File: config.mk
export PLATFORM = sky130hd
export DESIGN_NAME = http_image_body_extractor_unit
export DESIGN_NICKNAME = d
export VERILOG_FILES = /design/src/design/hibe_pkg.sv /design/src/design/hibe_div.sv /design/src/design/http_image_body_extractor_unit.sv
export SDC_FILE = /design/constraint.sdc
export NUM_CORES = 1
export LEC_CHECK = 0
export BUFFER_PORTS_ARGS = -buffer_cell sky130_fd_sc_hd__buf_2
export CORE_UTILIZATION = 46
export DETAILED_ROUTE_END_ITERATION = 10
export GPL_TIMING_DRIVEN = 1
export HOLD_SLACK_MARGIN = 0.05
export PLACE_DENSITY_LB_ADDON = 0.15
export SLEW_MARGIN = 20
export SYNTH_ARGS = -nofsm -noshare
export SYNTH_HDL_FRONTEND = slang
export SYNTH_SLANG_ARGS = --single-unit
export TNS_END_PERCENT = 30
File: constraint.sdc
create_clock -name clk -period 14.2 [get_ports clk]
set_input_delay 0.71 -clock clk [delete_from_list [all_inputs] [get_ports clk]]
set_output_delay 0.71 -clock clk [all_outputs]
set_load 0.02 [all_outputs]
File: src/design/hibe_pkg.sv
// ----------------------------------------------------------------------------
// hibe_pkg
// Shared constants, codes and keyword table of the HTTP image body extractor.
// ----------------------------------------------------------------------------
package hibe_pkg;

  localparam int LENGTH_BITS = 32;
  localparam int MAX_SLOTS   = 16;
  localparam int SLOT_W      = 5;
  localparam int TSLOT_W     = 4;
  localparam int CNT_W       = $clog2(LENGTH_BITS + 1);
  localparam int CFG_IDX_W   = 2;
  localparam int CFG_DATA_W  = 5;

  // parse phases, as seen on the output
  localparam logic [2:0] PH_HEADER = 3'd0;
  localparam logic [2:0] PH_SKIP   = 3'd1;
  localparam logic [2:0] PH_WRITE  = 3'd2;
  localparam logic [2:0] PH_DONE   = 3'd3;
  localparam logic [2:0] PH_ERROR  = 3'd4;

  // configuration register indexes
  localparam logic [CFG_IDX_W-1:0] REG_SPLIT_MODE  = 2'd0;
  localparam logic [CFG_IDX_W-1:0] REG_SLOT_COUNT  = 2'd1;
  localparam logic [CFG_IDX_W-1:0] REG_TARGET_SLOT = 2'd2;

  localparam logic [4:0] KW_LEN   = 5'd14;
  localparam logic [4:0] KW_FOUND = 5'd16;

  localparam logic [7:0] CH_CR    = 8'h0d;
  localparam logic [7:0] CH_LF    = 8'h0a;
  localparam logic [7:0] CH_ZERO  = 8'h30;
  localparam logic [7:0] CH_NINE  = 8'h39;

  localparam logic [LENGTH_BITS-1:0] LEN_MAX = {LENGTH_BITS{1'b1}};

  // "Content-Length"
  function automatic logic [7:0] kw_char(input logic [3:0] idx);
    logic [7:0] c;
    unique case (idx)
      4'd0:    c = 8'h43; // C
      4'd1:    c = 8'h6f; // o
      4'd2:    c = 8'h6e; // n
      4'd3:    c = 8'h74; // t
      4'd4:    c = 8'h65; // e
      4'd5:    c = 8'h6e; // n
      4'd6:    c = 8'h74; // t
      4'd7:    c = 8'h2d; // -
      4'd8:    c = 8'h4c; // L
      4'd9:    c = 8'h65; // e
      4'd10:   c = 8'h6e; // n
      4'd11:   c = 8'h67; // g
      4'd12:   c = 8'h74; // t
      4'd13:   c = 8'h68; // h
      default: c = 8'h00;
    endcase
    return c;
  endfunction

endpackage

File: src/design/hibe_div.sv
// ----------------------------------------------------------------------------
// hibe_div
// Bit-serial restoring divider: length by slot count, one quotient bit a cycle.
// ----------------------------------------------------------------------------
module hibe_div (
  input  logic                             clk,
  input  logic                             rst,
  input  logic                             start,
  input  logic [hibe_pkg::LENGTH_BITS-1:0] dividend,
  input  logic [hibe_pkg::SLOT_W-1:0]      divisor,
  output logic                             done,
  output logic [hibe_pkg::LENGTH_BITS-1:0] quotient
);
  import hibe_pkg::*;

  typedef enum logic {D_IDLE, D_RUN} dstate_t;

  dstate_t                dst;
  logic [CNT_W-1:0]       cnt;
  logic [SLOT_W-1:0]      rem;
  logic [SLOT_W-1:0]      dvs;
  logic [LENGTH_BITS-1:0] quo;
  logic [SLOT_W:0]        trial;
  logic                   fits;
  logic [SLOT_W-1:0]      rem_next;

  // remainder stays below the divisor, so it fits in SLOT_W bits
  assign trial    = {rem, quo[LENGTH_BITS-1]};
  assign fits     = trial >= {1'b0, dvs};
  assign rem_next = fits ? SLOT_W'(trial - {1'b0, dvs}) : trial[SLOT_W-1:0];
  assign quotient = quo;

  always_ff @(posedge clk) begin
    if (rst) begin
      dst  <= D_IDLE;
      done <= 1'b0;
    end else begin
      done <= 1'b0;
      unique case (dst)
        D_IDLE: begin
          if (start) begin
            quo <= dividend;
            dvs <= divisor;
            rem <= '0;
            cnt <= CNT_W'(LENGTH_BITS);
            dst <= D_RUN;
          end
        end
        D_RUN: begin
          quo <= {quo[LENGTH_BITS-2:0], fits};
          rem <= rem_next;
          cnt <= cnt - CNT_W'(1);
          if (cnt == CNT_W'(1)) begin
            dst  <= D_IDLE;
            done <= 1'b1;
          end
        end
        default: dst <= D_IDLE;
      endcase
    end
  end

endmodule

File: src/design/http_image_body_extractor_unit.sv
// ----------------------------------------------------------------------------
// http_image_body_extractor_unit
// Scans an HTTP response byte stream for Content-Length, then flags the body
// bytes of the selected image slot.
// ----------------------------------------------------------------------------
// Ordinary bytes: the output item appears in the cycle after input accept.
// Throughput: one byte per cycle while m_tready does not hold the output. With
// split_mode 0 the byte that ends the header stalls the input while the divider
// is loaded, runs 32 bit-serial steps, the quotient is taken and the offset is set.
// Reset: synchronous; clears parse state, registers return to split_mode 1,
// slot_count 2, target_slot 0.
module http_image_body_extractor_unit (
  input  logic                                clk,
  input  logic                                rst,
  input  logic                                s_tvalid,
  output logic                                s_tready,
  input  logic [7:0]                          s_tdata,  // [7:0] data_byte
  output logic                                m_tvalid,
  input  logic                                m_tready,
  output logic [7:0]                          m_tdata,  // [7:0] out_byte
  // [0] write_valid, [3:1] phase, [4] header_done
  output logic [4:0]                          m_tuser,
  input  logic                                cfg_we,
  input  logic [hibe_pkg::CFG_IDX_W-1:0]      cfg_index,
  input  logic [hibe_pkg::CFG_DATA_W-1:0]     cfg_data
);
  import hibe_pkg::*;

  typedef enum logic [1:0] {ST_IDLE, ST_DIV, ST_MUL} state_t;

  state_t                 st;
  logic                   split_mode;
  logic [SLOT_W-1:0]      slot_count;
  logic [TSLOT_W-1:0]     target_slot;

  logic [2:0]             parse_phase;
  logic [4:0]             keyword_match_index;
  logic                   digits_active;
  logic [LENGTH_BITS-1:0] content_length;
  logic [1:0]             line_byte_count;
  logic [LENGTH_BITS-1:0] body_byte_count;
  logic [LENGTH_BITS-1:0] image_size;
  logic [LENGTH_BITS-1:0] image_offset;

  logic [2:0]             parse_phase_next;
  logic [4:0]             keyword_match_index_next;
  logic                   digits_active_next;
  logic [LENGTH_BITS-1:0] content_length_next;
  logic [1:0]             line_byte_count_next;
  logic [LENGTH_BITS-1:0] body_byte_count_next;
  logic [LENGTH_BITS-1:0] image_size_next;
  logic [LENGTH_BITS-1:0] image_offset_next;
  logic                   wv;
  logic                   hd;
  logic                   go_div;

  logic                   accept;
  logic [7:0]             b;
  logic                   is_digit;
  logic [LENGTH_BITS+3:0] acc_wide;
  logic [LENGTH_BITS-1:0] acc_sat;
  logic [LENGTH_BITS-1:0] bbc_inc;
  logic [SLOT_W-1:0]      n_eff;

  logic                   div_start;
  logic                   div_done;
  logic [LENGTH_BITS-1:0] div_quo;

  logic [LENGTH_BITS+3:0] prod;
  logic [LENGTH_BITS-1:0] off_sat;
  logic [2:0]             mul_phase;

  assign s_tready = (st == ST_IDLE) && (!m_tvalid || m_tready);
  assign accept   = s_tvalid && s_tready;
  assign b        = s_tdata;
  assign is_digit = (b >= CH_ZERO) && (b <= CH_NINE);

  // length * 10 + digit, saturating
  assign acc_wide = {1'b0, content_length, 3'b000} + {3'b000, content_length, 1'b0}
                  + {{LENGTH_BITS{1'b0}}, b[3:0]};
  assign acc_sat  = (acc_wide[LENGTH_BITS+3:LENGTH_BITS] != 4'd0)
                  ? LEN_MAX : acc_wide[LENGTH_BITS-1:0];
  assign bbc_inc  = body_byte_count + LENGTH_BITS'(1);

  always_comb begin
    if (slot_count == '0) begin
      n_eff = SLOT_W'(1);
    end else if (slot_count > SLOT_W'(MAX_SLOTS)) begin
      n_eff = SLOT_W'(MAX_SLOTS);
    end else begin
      n_eff = slot_count;
    end
  end

  // per-byte parse step
  always_comb begin
    parse_phase_next         = parse_phase;
    keyword_match_index_next = keyword_match_index;
    digits_active_next       = digits_active;
    content_length_next      = content_length;
    line_byte_count_next     = line_byte_count;
    body_byte_count_next     = body_byte_count;
    image_size_next          = image_size;
    image_offset_next        = image_offset;
    wv                       = 1'b0;
    hd                       = 1'b0;
    go_div                   = 1'b0;
    case (parse_phase)
      PH_HEADER: begin
        if (digits_active) begin
          if (is_digit) begin
            content_length_next = acc_sat;
          end else begin
            digits_active_next = 1'b0;
          end
        end else if (keyword_match_index < KW_LEN) begin
          if (b == kw_char(keyword_match_index[3:0])) begin
            keyword_match_index_next = keyword_match_index + 5'd1;
          end else begin
            keyword_match_index_next = (b == kw_char(4'd0)) ? 5'd1 : 5'd0;
          end
        end else if (keyword_match_index < KW_FOUND) begin
          keyword_match_index_next = keyword_match_index + 5'd1;
          if (keyword_match_index + 5'd1 == KW_FOUND) begin
            digits_active_next = 1'b1;
          end
        end

        if (b == CH_LF) begin
          if (line_byte_count == 2'd1) begin
            // empty line: header ends here
            hd                   = 1'b1;
            digits_active_next   = 1'b0;
            body_byte_count_next = '0;
            if (content_length_next == '0) begin
              parse_phase_next = PH_ERROR;
            end else if (!split_mode) begin
              go_div = 1'b1;
            end else begin
              image_size_next   = content_length_next;
              image_offset_next = '0;
              parse_phase_next  = PH_WRITE;
            end
          end
          line_byte_count_next = 2'd0;
        end else if (line_byte_count == 2'd0 && b == CH_CR) begin
          line_byte_count_next = 2'd1;
        end else begin
          line_byte_count_next = 2'd2;
        end
      end
      PH_SKIP: begin
        body_byte_count_next = bbc_inc;
        if (bbc_inc >= image_offset) begin
          body_byte_count_next = '0;
          parse_phase_next     = PH_WRITE;
        end
      end
      PH_WRITE: begin
        wv                   = 1'b1;
        body_byte_count_next = bbc_inc;
        if (bbc_inc >= image_size) begin
          parse_phase_next = PH_DONE;
        end
      end
      default: ;
    endcase
  end

  assign div_start = accept && go_div;

  hibe_div u_div (
    .clk      (clk),
    .rst      (rst),
    .start    (div_start),
    .dividend (content_length_next),
    .divisor  (n_eff),
    .done     (div_done),
    .quotient (div_quo)
  );

  // slot offset = size * target_slot, saturating
  assign prod    = image_size * {{LENGTH_BITS{1'b0}}, target_slot};
  assign off_sat = (prod[LENGTH_BITS+3:LENGTH_BITS] != 4'd0)
                 ? LEN_MAX : prod[LENGTH_BITS-1:0];

  always_comb begin
    if (image_size == '0) begin
      mul_phase = PH_DONE;
    end else if (off_sat == '0) begin
      mul_phase = PH_WRITE;
    end else begin
      mul_phase = PH_SKIP;
    end
  end

  always_ff @(posedge clk) begin
    if (rst) begin
      st                  <= ST_IDLE;
      m_tvalid            <= 1'b0;
      split_mode          <= 1'b1;
      slot_count          <= SLOT_W'(2);
      target_slot         <= '0;
      parse_phase         <= PH_HEADER;
      keyword_match_index <= '0;
      digits_active       <= 1'b0;
      content_length      <= '0;
      line_byte_count     <= '0;
      body_byte_count     <= '0;
      image_size          <= '0;
      image_offset        <= '0;
    end else begin
      if (cfg_we) begin
        unique case (cfg_index)
          REG_SPLIT_MODE:  split_mode  <= cfg_data[0];
          REG_SLOT_COUNT:  slot_count  <= cfg_data[SLOT_W-1:0];
          REG_TARGET_SLOT: target_slot <= cfg_data[TSLOT_W-1:0];
          default: ;
        endcase
      end

      // an accepted input sets the output valid itself
      if (m_tvalid && m_tready && !accept) begin
        m_tvalid <= 1'b0;
      end

      unique case (st)
        ST_IDLE: begin
          if (accept) begin
            parse_phase         <= parse_phase_next;
            keyword_match_index <= keyword_match_index_next;
            digits_active       <= digits_active_next;
            content_length      <= content_length_next;
            line_byte_count     <= line_byte_count_next;
            body_byte_count     <= body_byte_count_next;
            image_size          <= image_size_next;
            image_offset        <= image_offset_next;
            m_tdata             <= b;
            m_tuser             <= {hd, parse_phase_next, wv};
            m_tvalid            <= !go_div;
            if (go_div) begin
              st <= ST_DIV;
            end
          end
        end
        ST_DIV: begin
          if (div_done) begin
            image_size <= div_quo;
            st         <= ST_MUL;
          end
        end
        ST_MUL: begin
          image_offset <= off_sat;
          parse_phase  <= mul_phase;
          m_tuser[3:1] <= mul_phase;
          m_tvalid     <= 1'b1;
          st           <= ST_IDLE;
        end
        default: st <= ST_IDLE;
      endcase
    end
  end

  a_busy_not_ready: assert property (@(posedge clk) disable iff (rst)
    (st != ST_IDLE) |-> !s_tready)
    else $error("input taken while divider sequence runs");

  a_div_done_in_div: assert property (@(posedge clk) disable iff (rst)
    div_done |-> (st == ST_DIV))
    else $error("divider finished outside the divide step");

  a_hdr_done_phase: assert property (@(posedge clk) disable iff (rst)
    (m_tvalid && m_tuser[4]) |-> (m_tuser[3:1] != PH_HEADER))
    else $error("header end reported while still in header phase");

  a_error_sticks: assert property (@(posedge clk) disable iff (rst)
    (parse_phase == PH_ERROR) |=> (parse_phase == PH_ERROR))
    else $error("left error phase without reset");

endmodule

==> flow_summary.toml <==
[worst_setup_path]
worstSetupStartpoint = "target_slot[3]$_SDFFE_PP0P_"
worst_setup_path_end_kind = "flop"
startpoint_type = "flop"
cp.required_ns = 14.52
critPathMaxFanout = 32
r2r_start = "target_slot[3]$_SDFFE_PP0P_"
criticalPathCategory = "flop to flop"
critPathArrivalTime_ns = 6.76

[final_layout]
antennaDiodeCount = 0
drive_gt1_share_pct = 7.80
post-route-util_pct = 50.4
areaGrowthSynthToFinish_pct = 7.28
nets = 2619

[timing]
timing.fmax_mhz = 155
fin_crit_sh_pct = 45.4
maxSlewViolCount = 0
slew_headroom_pct = 33.1
worst_pin_slew_ns = 1.00
rsz0062_at_grt = "false"
period_needed_ns = 6.44
tns_ns = 0
clock_skew_ns = 0.0157
hold_viol_final = 0
finalSetupViolCount = 0

[place]
place_hpwl_mm = 44.7
port-buffer-count = 34
gp_congestion = 0.936

[yosys]
ys_seq_area_share_pct = 25.5
synthesis.area_um2 = 19800
ys_ff_latch = 222
synth_nets = 2659
synthCells = 2391
synthFlopType = "dfxtp_1"
synth_cell_types = 89
synth_async_sr_flop_share_pct = 0
synth_edf_count = 61
synth_area_per_cell_um2 = 8.29
yosysWarnings = 0

[clock_network]
clock_latency_ns = 0.57
cts_root_buf = "clkbuf_16"
cts_tree = "done"
path_clk_slew_ns = 0.06
cts_buffer_depth = 3
cts.sinks = 222
cts.repair.resized = 0
cts_setup_buffers = 0
numCtsBuffers = 27
htreeDepth = 1
ctsHoldBuffers = 0

[power]
switchingPower_mw = 0.339
power_density_nw_per_um2 = 68.0
power_frac_clock_pct = 50.5
swShare_pct = 23.4
p_int_mw = 1.11
vdd_drop_max_mv = 0.0859
leakagePower_nw = 9.37
power_mw = 1.45
p_seq_share_pct = 45.2
comb_power_share_pct = 4.3

[global_route]
grt_pass1_vias = 16724
grt_pass1_wl_mm = 93.1
grt_usage_pct = 26.4
grt_antenna_before_repair = 0
grt_max_degree = 79
grt_overflow = 0

[floorplanning]
start_util_pct = 47.0
ioPinCount = 35
fp.coreArea_um2 = 42200
die_x_um = 210
die_y_um = 210
die-area_um2 = 43900
num_rows = 75

[route]
finalWirelength_mm = 58.3
drcViolationCount = 0
route.vias.total = 17679
routedWlPerCell_um = 20.0
drtIter0Drc = 1590
first_pass_iters = 5
drtAntennaViolNets = 0
via_per_inst = 6.08

[run_status]
status = "finished, final reports clean"

[worst_hold_path]
hold_path.startpoint = "cfg_data[1]"
hold_class = "primary input to flop"

[run]
maxCapViolCount = 0
==> synth_stat cells, types with 36 or more instances <==
master | instances | area share [%]
inv_1 | 180 | 3.4
nand4_1 | 39 | 1.2
mux2i_1 | 37 | 1.9
a21o_1 | 54 | 2.0
a21oi_1 | 156 | 3.9
fa_1 | 63 | 6.4
o21ai_0 | 153 | 3.9
edfxtp_1 | 61 | 9.2
nand2_1 | 241 | 4.6
nand3_1 | 52 | 1.3
xor2_1 | 39 | 1.7
clkbuf_1 | 108 | 2.0
and2_1 | 65 | 2.1
nor2_1 | 198 | 3.7
ha_1 | 185 | 12
a211oi_1 | 36 | 1.4
dfxtp_1 | 161 | 16
xnor2_1 | 61 | 2.7
nor3_1 | 51 | 1.3
==> path summary, 6_finish.rpt <==
path / slack, ns / cells after the start / endpoint
worst max register to register: 7.76 / 18 / m_tuser[1]$_DFFE_PP_
worst min-delay path: 0.38 / 3 / slot_count[1]$_SDFFE_PP1P_
worst min register to register: 0.50 / 2 / image_offset[0]$_SDFFE_PP0P_
worst max-delay path: 7.76 / 18 / m_tuser[1]$_DFFE_PP_
==> logic make-up (layout without fill, tap and decap cells) <==
group           Yosys count  count (layout)  synth area share (%)
xor+xnor                100             100                  4.42
compound gates          681             681                  24.4
buf+inv                 313             293                  6.23
flops                   222             222                  25.5
mux                      40              40                  2.04
fa+ha+maj               248             248                  18.0
simple gates            787             787                  19.3
==> area by class of cell <==
cell class,count,area [um2]
fillers,4051,21000
multi-input cells,1856,13600
flip-flops and latches,222,5060
clock buffers,33,728
inverters,185,694
well taps,539,674
repair buffers,59,364
clock inverters,16,200
==> worst max-delay path: stages (launching register included) <==
cell       delay, ns
dfxtp_1         0.33
buf_4           0.31
nand2_1         0.13
fa_1            0.52
fa_1            0.53
fa_1            0.46
nand2b_1        0.18
a211oi_1        0.53
o2111ai_1       0.21
a31oi_1         0.38
o211ai_1        0.20
a21oi_1         0.19
mux2i_1         0.70
nand3_2         0.10
buf_4           0.25
nand2b_1        0.18
or4_1           0.65
o21ai_1         0.24
inv_1           0.07
==> flip-flops by register name, indices dropped and copies added, names as in the netlist, 4 cells and up, named ones only <==
signal and count:
slot_count 5, u_div.quotient 32, body_byte_count 32, u_div.cnt 6, m_tdata 8, m_tuser 5
image_offset 32, keyword_match_index 5, u_div.rem 5, target_slot 4, content_length 32, u_div.dvs 5
image_size 32
==> per-stage QoR <==
stage	cells	setup slack, ns	area [um2]	hold WS [ns]
6_report	2910	7.76	21300	0.384
5_1_grt	2910	7.37	21300	0.378
4_1_cts	2910	7.77	21300	0.368
3_5_place_dp	2861	7.71	20300	0.486
3_3_place_gp	2861	7.80	20300	0.476
2_1_floorplan	2391	7.65	19800	0.445
==> power by group through the flow <==
stage	Combinational, mW	Sequential [mW]	Clock [mW]
finish	0.0623	0.654	0.730
global route	0.0667	0.654	0.767
CTS	0.0616	0.654	0.741
detailed placement	0.0613	0.668	0
global placement	0.0608	0.668	0
floorplan	0.0393	0.669	0
==> placed cells by master, fill, tap and decap left out, drive strengths merged, types with 53 or more instances in the layout <==
cell type | Yosys | layout
nor2 | 199 | 199
fa | 63 | 63
inv | 181 | 183
and2 | 65 | 65
buf | 20 | 59
a21o | 54 | 54
a21oi | 158 | 158
dfxtp | 161 | 161
edfxtp | 61 | 61
ha | 185 | 185
o21ai | 159 | 159
nand2 | 241 | 241
nand3 | 53 | 53
xnor2 | 61 | 61
==> metal layers <==
layer	GRT usage (%)	routed length, um
met3	1.86	2750
met1	36.4	26500
met2	43.5	27000
met4	9.06	2040
met5	0	0
(Power assumes the default switching activity.)
